File: config.mk
export PLATFORM = sky130hd
export DESIGN_NAME = tws_isqrt
export DESIGN_NICKNAME = d
export VERILOG_FILES = /design/src/design/tws_isqrt.sv
export SDC_FILE = /design/constraint.sdc
export NUM_CORES = 1
export LEC_CHECK = 0
export ABC_AREA = 1
export CAP_MARGIN = 20
export CORE_MARGIN = 2
export CORE_UTILIZATION = 60
export DETAILED_ROUTE_END_ITERATION = 16
export DONT_BUFFER_PORTS = 1
export PLACE_DENSITY_LB_ADDON = 0.12
export SLEW_MARGIN = 10
export SYNTH_ARGS = -nofsm -noshare
export SYNTH_HDL_FRONTEND = slang
export SYNTH_SLANG_ARGS = --single-unit
File: constraint.sdc
create_clock -name clk -period 5.6 [get_ports clk]
set_input_delay 0.84 -clock clk [delete_from_list [all_inputs] [get_ports clk]]
set_output_delay 0.84 -clock clk [all_outputs]
set_load 0.02 [all_outputs]
File: src/design/tws_isqrt.sv
module tws_isqrt (
  input  logic        clk,
  input  logic        rst_n,
  input  logic        start,
  input  logic [31:0] value,
  output logic        done,
  output logic [15:0] root
);
  logic [31:0] v_r, v_nxt;
  logic [31:0] r_r, r_nxt;
  logic [31:0] bit_r, bit_nxt;
  logic        busy_r, busy_nxt;
  logic        done_r, done_nxt;

  always_comb begin
    v_nxt = v_r;
    r_nxt = r_r;
    bit_nxt = bit_r;
    busy_nxt = busy_r;
    done_nxt = 1'b0;
    if (start) begin
      v_nxt = value;
      r_nxt = '0;
      bit_nxt = 32'h4000_0000;
      busy_nxt = 1'b1;
    end else if (busy_r) begin
      if (v_r >= r_r + bit_r) begin
        v_nxt = v_r - (r_r + bit_r);
        r_nxt = (r_r >> 1) + bit_r;
      end else begin
        r_nxt = r_r >> 1;
      end
      bit_nxt = bit_r >> 2;
      if (bit_r == 32'd1) begin
        busy_nxt = 1'b0;
        done_nxt = 1'b1;
      end
    end
  end

  always_ff @(posedge clk) begin
    if (!rst_n) begin
      busy_r <= 1'b0;
      done_r <= 1'b0;
    end else begin
      busy_r <= busy_nxt;
      done_r <= done_nxt;
    end
    v_r <= v_nxt;
    r_r <= r_nxt;
    bit_r <= bit_nxt;
  end

  assign done = done_r;
  assign root = r_r[15:0];
endmodule

==> impl_metrics.env <==
export IMPL_status="finished, final reports clean"
export IMPL_hold_path_class="flop to flop"
export IMPL_cts_max_level=3
export IMPL_finalClockSkew_ps=8.73
export IMPL_period_needed_ps=4750
export IMPL_maxCapViolCount=0
export IMPL_final_antenna_net_count=0
export IMPL_n_fill_cell=1459
export IMPL_grt_total_usage=0.326
export IMPL_coreArea_um2=14400
export IMPL_post_cts_resize_count=0
export IMPL_wl_per_cell_um=16.0
export IMPL_yosysWarnings=0
export IMPL_drc=0
export IMPL_syn_area_per_cell_um2=6.00
export IMPL_met2_usage=0.487
export IMPL_clk_latency_ps=350
export IMPL_max_slew_worst_pin_slew_ps=1000
export IMPL_start_util=0.609
export IMPL_period_share=0.848
export IMPL_place_gp_congestion=0.990
export IMPL_critPathMaxStageDelay_ps=590
export IMPL_tns_ps=0
export IMPL_rsz0062_at_grt="no"
export IMPL_drv_slew=0
export IMPL_ys_seq_area_frac=0.223
export IMPL_cp_required_ps=5590
export IMPL_p_leak_uw=0.00422
export IMPL_syn_to_final_growth_pct=3.45
export IMPL_clock_path_buffers=2
export IMPL_crit_path_end_kind="flop"
export IMPL_finalHoldViolations=0
export IMPL_drt_iter0_drc=774
export IMPL_whs_path_depth=2
export IMPL_ys_top_cells_by_area="nand2_1, dfxtp_1, edfxtp_1"
export IMPL_path_max_fanout=37
export IMPL_final_cell_mix="nand2_1, inv_1, nand3_1"
export IMPL_dp_hpwl_um=20400
export IMPL_n_antenna_cell=0
export IMPL_ys_ff_latch=82
export IMPL_grt_overflow_total=0
export IMPL_fp_dieW_um=125
export IMPL_cts_tree="yes"
export IMPL_vias=9215
export IMPL_wl_um=26000
export IMPL_cts_root_buf="clkbuf_16"
export IMPL_fin_nets=1535
export IMPL_power_density_nw_per_um2=500
export IMPL_path_clk_slew_ps=70
export IMPL_cts_hold_buffers=0
export IMPL_numCtsBuffers=9
export IMPL_place_area_um2=8790
export IMPL_dieArea_um2=15600
export IMPL_fp_dieH_um=125
export IMPL_relSlewSlack=0.328
export IMPL_viasPerCell=5.68
export IMPL_yosysTopAreaCellShare=0.202
export IMPL_synthesis_area_um2=8790
export IMPL_grt_pass1_wl_um=41500
export IMPL_final_common_cell="nand2_1"
export IMPL_synth_distinct_cells=47
export IMPL_clock_sinks=82
export IMPL_synth_top_area_cell="nand2_1"
export IMPL_io_pins=52
export IMPL_cts_setup_buffers=0
export IMPL_grt_busiest_layer="met2"
export IMPL_row_count=44
export IMPL_crit_chain="ha_1, nand2_1, nor2_1, nand2_1, nand3_1, a21oi_1, o21ai_0, xor2_1, ha_1, nand2_2, nor2_2, inv_1, nor2_2, nand3_1, nand3_2, nand2_4, nand2_8, nand2_1, nand2_1, buf_4"
export IMPL_port_buffers=0
export IMPL_grt_max_degree=68
export IMPL_reg2reg_depth=20
export IMPL_layout_drive_gt1_share=0.0327
export IMPL_setup_viol=0
export IMPL_postSynthCellCount=1465
export IMPL_peakVddDrop_mv=0.341
export IMPL_cp_arrival_ps=4740
export IMPL_first_pass_iters=5
export IMPL_crit_path_frequent_cell="nand2_1"
export IMPL_cp_slowest_cell="dfxtp_1"
export IMPL_syn_nets=1567
export IMPL_antenna_found_initial=0
export IMPL_gr_usage_met3=0.0501
export IMPL_grt_pass1_vias=8199
export IMPL_use_met1=0.482
export IMPL_max_freq_ghz=0.211
export IMPL_startpoint_type="flop"
export IMPL_fin_area_um2=9090
export IMPL_critPathKind="flop to flop"
[routing by layer]
metal,vias up,routed length (um)
met3,39,2080
met1,4126,12400
met4,0,563
met5,-,0
li1,4693,-
met2,357,11000
[critical path, delay by kind of cell, from the launching register on]
family	cells	cell delay, ps
compound gates	2	610
xor+xnor	1	220
fa+ha+maj	2	770
buf+inv	2	500
flops	1	590
simple gates	13	1660
[cell type report]
cell class	count	area, um2	area share
Multi-Input combinational cell	1146	5830	0.642
Inverter	185	694	0.0764
Clock inverter	5	61.3	0.00674
Sequential cell	82	1960	0.216
Tap cell	184	230	0.0253
Clock buffer	11	243	0.0267
Timing Repair Buffer	9	67.6	0.00743
[per-stage QoR]
| step | setup WS [ps] | hold WS (ps) | power (uW) | util | instances |
|---|---|---|---|---|---|
| detailed placement | 887 | 521 | 3860 | 0.609 | 1606 |
| CTS | 877 | 533 | 4510 | 0.630 | 1622 |
| floorplan | 1600 | 452 | 3260 | - | 1465 |
| global placement | 1020 | 514 | 3840 | 0.609 | 1606 |
| global route | 461 | 547 | 4950 | 0.630 | 1622 |
| finish | 850 | 533 | 4550 | 0.630 | 1622 |
[state kept, by name, summed over array words and instances, names as in the netlist]
name and cells:
bit_r 16, busy_r 1, done 1, r_r 32, v_r 32
[cells by family after synthesis]
| kind of cell | after synthesis | share of synthesized area |
|---|---|---|
| adder cells (fa/ha/maj) | 67 | 0.0962 |
| buffers and inverters | 237 | 0.113 |
| flip-flops | 82 | 0.223 |
| AO/OA/AOI/OAI | 207 | 0.129 |
| XOR/XNOR | 41 | 0.0409 |
| AND/OR/NAND/NOR | 831 | 0.398 |
[power by group]
| part | total, uW | switching [uW] | leakage, uW | internal (uW) |
|---|---|---|---|---|
| sequential | 1050 | 201 | 0.000730 | 851 |
| combinational | 2860 | 1870 | 0.00334 | 995 |
| clock | 631 | 270 | 0.000150 | 361 |
| total | 4550 | 2340 | 0.00422 | 2210 |
[synthesized netlist by cell type (all sizes together)]
library cell    n
nand2         481
inv           184
nand3         145
nor2          142
a21oi          92
o21ai          82
ha             66
dfxtp          50
buf            37
edfxtp         32
xor2           24
nor3           19
nand4          18
xnor2          17
clkbuf         15
or2             9
nand3b          8
o21bai          8
and2            6
a21o            4
a31oi           4
a21boi          3
o211ai          3
o21a            3
o22ai           3
a221oi          2
nor4            2
a211oi          1
a22oi           1
clkinv          1
fa              1
nand2b          1
o31ai           1
[final timing paths]
check	start	end	slack, ps
setup / recovery	r_r[6]$_SDFFE_PP0P_	v_r[12]$_DFFE_PP_	850
hold / removal	bit_r[2]$_SDFFE_PP0P_	bit_r[0]$_SDFFE_PP0P_	530
setup reg to reg	r_r[6]$_SDFFE_PP0P_	v_r[12]$_DFFE_PP_	850
hold reg to reg	bit_r[2]$_SDFFE_PP0P_	bit_r[0]$_SDFFE_PP0P_	530
Note: power is estimated with default switching activity, not from simulation.
