<file path="src/design/tws_ram.sv">
module tws_ram #(
  parameter int WIDTH = 8,
  parameter int DEPTH = 256
) (
  input  logic                     clk,
  input  logic                     we,
  input  logic [$clog2(DEPTH)-1:0] waddr,
  input  logic [WIDTH-1:0]         wdata,
  input  logic [$clog2(DEPTH)-1:0] raddr,
  output logic [WIDTH-1:0]         rdata
);
  logic [WIDTH-1:0] mem [DEPTH];

  always_ff @(posedge clk) begin
    if (we) begin
      mem[waddr] <= wdata;
    end
    rdata <= mem[raddr];
  end
endmodule

</file>
<file path="config.mk">
export PLATFORM = sky130hd
export DESIGN_NAME = tws_ram
export DESIGN_NICKNAME = d
export VERILOG_FILES = /design/src/design/tws_ram.sv
export SDC_FILE = /design/constraint.sdc
export NUM_CORES = 2
export LEC_CHECK = 0
export ABC_AREA = 0
export BUFFER_PORTS_ARGS = -buffer_cell sky130_fd_sc_hd__buf_2
export CORE_MARGIN = 2
export CORE_UTILIZATION = 47
export DETAILED_ROUTE_END_ITERATION = 10
export GPL_TIMING_DRIVEN = 0
export SYNTH_ARGS = -nofsm -noshare
export SYNTH_HDL_FRONTEND = slang
export SYNTH_SLANG_ARGS = --single-unit
</file>
<file path="constraint.sdc">
create_clock -name clk -period 3.6 [get_ports clk]
set_clock_uncertainty 0.05 [all_clocks]
set_input_delay 0.36 -clock clk [delete_from_list [all_inputs] [get_ports clk]]
set_output_delay 0.36 -clock clk [all_outputs]
set_load 0.01 [all_outputs]
</file>
==> impl_metrics.env <==
export IMPL_outcome="complete, but fails checks"
export IMPL_failed_checks="max-capacitance violations, max-slew violations, negative setup slack"
export IMPL_worstSetupPathType="input port to flop"
export IMPL_fin_ws_ns=-0.147
export IMPL_max_cap_violations=2
export IMPL_placed_area_um2=82900
export IMPL_initial_antenna_violation_count=22
export IMPL_max_clock_path_buffers=3
export IMPL_fp_dieArea_um2=173000
export IMPL_port_buffers=26
export IMPL_synth_avg_cell_area_um2=21.3
export IMPL_timing_final_crit_period_ns=3.75
export IMPL_final_seq_area_um2=61700
export IMPL_slew_viol_final=11
export IMPL_synth_warning_count=0
export IMPL_wl_mm=243
export IMPL_worst_setup_hold_path_clk_slew_ns=0.06
export IMPL_crit_chain="buf_2 > buf_2 > and2_1 > buf_1 > clkdlybuf4s15_1 > a22oi_1 > a21oi_1 > nor4_2 > nor4_2"
export IMPL_timing_critical_path_slowest_stage_cell="sky130_fd_sc_hd__clkdlybuf4s15_1"
export IMPL_p_leak_uw=0.0275
export IMPL_synth_top_flop_cell="sky130_fd_sc_hd__edfxtp_1"
export IMPL_clockRootBuffer="sky130_fd_sc_hd__clkbuf_16"
export IMPL_power_frac_clock_pct=41.0
export IMPL_p_int_uw=38600
export IMPL_final_antenna_net_count=0
export IMPL_num_nets_final=4006
export IMPL_floorplan_die_height_um=415
export IMPL_cp_slowest_stage_delay_ns=0.93
export IMPL_post_synth_instance_area_um2=79600
export IMPL_area_growth_pct=12.4
export IMPL_critPathBufInv=4
export IMPL_first_global_vias=40000
export IMPL_yosysTopAreaCell="sky130_fd_sc_hd__edfxtp_1"
export IMPL_worst_slew_margin_rel_pct=-7.14
export IMPL_seq_power_share_pct=53.3
export IMPL_vias=41400
export IMPL_drt_pre_antenna_iters=7
export IMPL_power_switching_uw=11000
export IMPL_cts_buffers_inserted=198
export IMPL_layout_filler_cells=12900
export IMPL_rsz0062_at_grt="no"
export IMPL_path_max_fanout=10
export IMPL_fin_total_pwr_uw=49600
export IMPL_type_of_destination_of_the_critical_path="flop"
export IMPL_tightestPinTransition_ns=1.61
export IMPL_yosys_cell_types_count=55
export IMPL_placementRows=150
export IMPL_synth_seq_cells=2056
export IMPL_place_detailed_hpwl_mm=161
export IMPL_core_area_um2=168000
export IMPL_asyncSetResetFlopFracSynth_pct=0
export IMPL_setup_violations_final=3
export IMPL_synth_top_cells_by_area="sky130_fd_sc_hd__edfxtp_1, sky130_fd_sc_hd__mux4_2, sky130_fd_sc_hd__mux2i_1, sky130_fd_sc_hd__nor2_1, sky130_fd_sc_hd__a22oi_1"
export IMPL_place_congestion=0.921
export IMPL_floorplan_die_width_um=415
export IMPL_synthesis_instances=3733
export IMPL_achievable_frequency_mhz=267
export IMPL_setup_worst_path_start_class="input port"
export IMPL_switching_share_pct=22.2
export IMPL_route_detailed_drc=0
export IMPL_cellPowerDensity_nw_per_um2=555
export IMPL_finalHoldViolCount=0
export IMPL_start_util_pct=47.5
export IMPL_holdCritStartpoint="wdata[1]"
export IMPL_most_common_cell_in_the_netlist="sky130_fd_sc_hd__edfxtp_1"
export IMPL_post_drt_wl_per_cell_um=38.1
export IMPL_avgViaCountPerCell=6.50
export IMPL_drive_gt1_share_pct=22.4
export IMPL_multiInputGateArea_um2=16600
export IMPL_pin_count_of_the_biggest_net_entering_global_routing=150
export IMPL_p_comb_share_pct=5.8
export IMPL_pin_count=34
export IMPL_min_delay_path_class="input port to flop"
export IMPL_worstSkewPairLatency_ns=0.85
export IMPL_fin_area_um2=89400
export IMPL_detailedRoute_firstIterationViolations=7203
export IMPL_rr_startpoint="mem[210][3]$_DFFE_PP_"
export IMPL_grtUsageTotal_pct=27.9
export IMPL_worst_ep_required_time_ns=4.20
export IMPL_number_of_enable_flip_flop_cells_after_synthesis=2048
export IMPL_vdd_drop_max_v=0.000523
export IMPL_crit_path_start="raddr[2]"
export IMPL_ys_top_cells_by_count="sky130_fd_sc_hd__edfxtp_1, sky130_fd_sc_hd__mux4_2, sky130_fd_sc_hd__nor2_1"
export IMPL_layout_worst_path_cycle_share_pct=104
export IMPL_synth_yosys_seq_area_share_pct=77.5
export IMPL_grt_overflow=0
export IMPL_arrival_ns=4.35
export IMPL_synth_nets=3759
export IMPL_cts_sinks=2056
export IMPL_cts_tree="done"
export IMPL_htree_levels=4
export IMPL_synth_top_cell_area_share_pct=77.3
export IMPL_worst_path_dominant_cell_family="buffers and inverters"
export IMPL_grt_first_pass_wirelength_mm=329
## state kept, by name, indices dropped and copies added, names as in the netlist
| name | cells |
|---|---|
| mem | 2048 |
| rdata | 8 |
## worst paths after layout
check                                             end  slack, ns  cells after the start
worst max-delay path                 rdata[4]$_DFF_P_      -0.15                      9
worst min-delay path            mem[211][1]$_DFFE_PP_      0.005                      1
worst max register to register       rdata[3]$_DFF_P_       0.43                      6
worst min register to register       rdata[2]$_DFF_P_       1.09                      5
## cell type report
| type | instances | area share (%) |
|---|---|---|
| sequential | 2056 | 69.0 |
| multi-input combinational | 1442 | 18.5 |
| clock buffer | 261 | 5.97 |
| tap | 2204 | 3.08 |
| buffer | 233 | 1.72 |
| clock inverter | 106 | 0.964 |
| timing repair buffer | 47 | 0.707 |
| antenna | 13 | 0.0364 |
| inverter | 2 | 0.00840 |
## metrics by stage
step | cells | utilization, % | hold WS, ns | TNS [ns] | worst slack, ns
2_1_floorplan | 3733 | - | 0.409 | 0 | 1.25
4_1_cts | 6350 | 53.3 | 0.0291 | 0 | 0.0333
3_5_place_dp | 5978 | 49.5 | 0.712 | -56.36 | -1.68
3_3_place_gp | 5963 | 49.2 | 0.710 | -2688.84 | -1.96
6_report | 6364 | 53.3 | 0.00503 | -0.419 | -0.147
5_1_grt | 6354 | 53.3 | 0.0442 | 0 | 0.00365
## cell usage in the layout (no fill, tap or decap), drive strengths merged, types with 31 or more instances in the layout
cell type and instances:
edfxtp 2048, mux4 456, clkbuf 372, nor2 282
buf 158, mux2i 134, a22oi 133, a21oi 96
clkinv 87, o221ai 47, nand3 34, nand2 33
nor2b 31
## layer usage
| layer | global-route usage [%] | vias up | wire length, µm |
|---|---|---|---|
| met5 | 0 | - | 57 |
| met3 | 7.25 | 403 | 28400 |
| li1 | - | 16200 | - |
| met2 | 42.0 | 2602 | 111000 |
| met1 | 39.2 | 22200 | 93500 |
| met4 | 11.2 | 8 | 9960 |
## power by group through the flow
| stage | logic [µW] | clock network (µW) | registers, µW |
|---|---|---|---|
| 6_report | 2850 | 20300 | 26400 |
| 5_1_grt | 2900 | 21300 | 26400 |
| 4_1_cts | 2800 | 20400 | 26400 |
| 3_5_place_dp | 2770 | 0 | 26900 |
| 3_3_place_gp | 2690 | 0 | 27000 |
| 2_1_floorplan | 1280 | 0 | 26900 |
## logic make-up after synthesis
logic type / after synthesis / share of synthesized area [%]
flops: 2056 / 77.5
mux: 591 / 14.6
simple gates: 466 / 2.63
compound gates: 385 / 3.42
buf+inv: 235 / 1.83
## what timing repair did
item,4_1_cts,5_1_grt
gates resized for setup,44,10
pin swaps,1,0
hold buffers,5,0
buffers inserted,0,0
setup endpoints to repair,8,5
endpoints found under the hold margin,73,0
(Power assumes the default switching activity.)
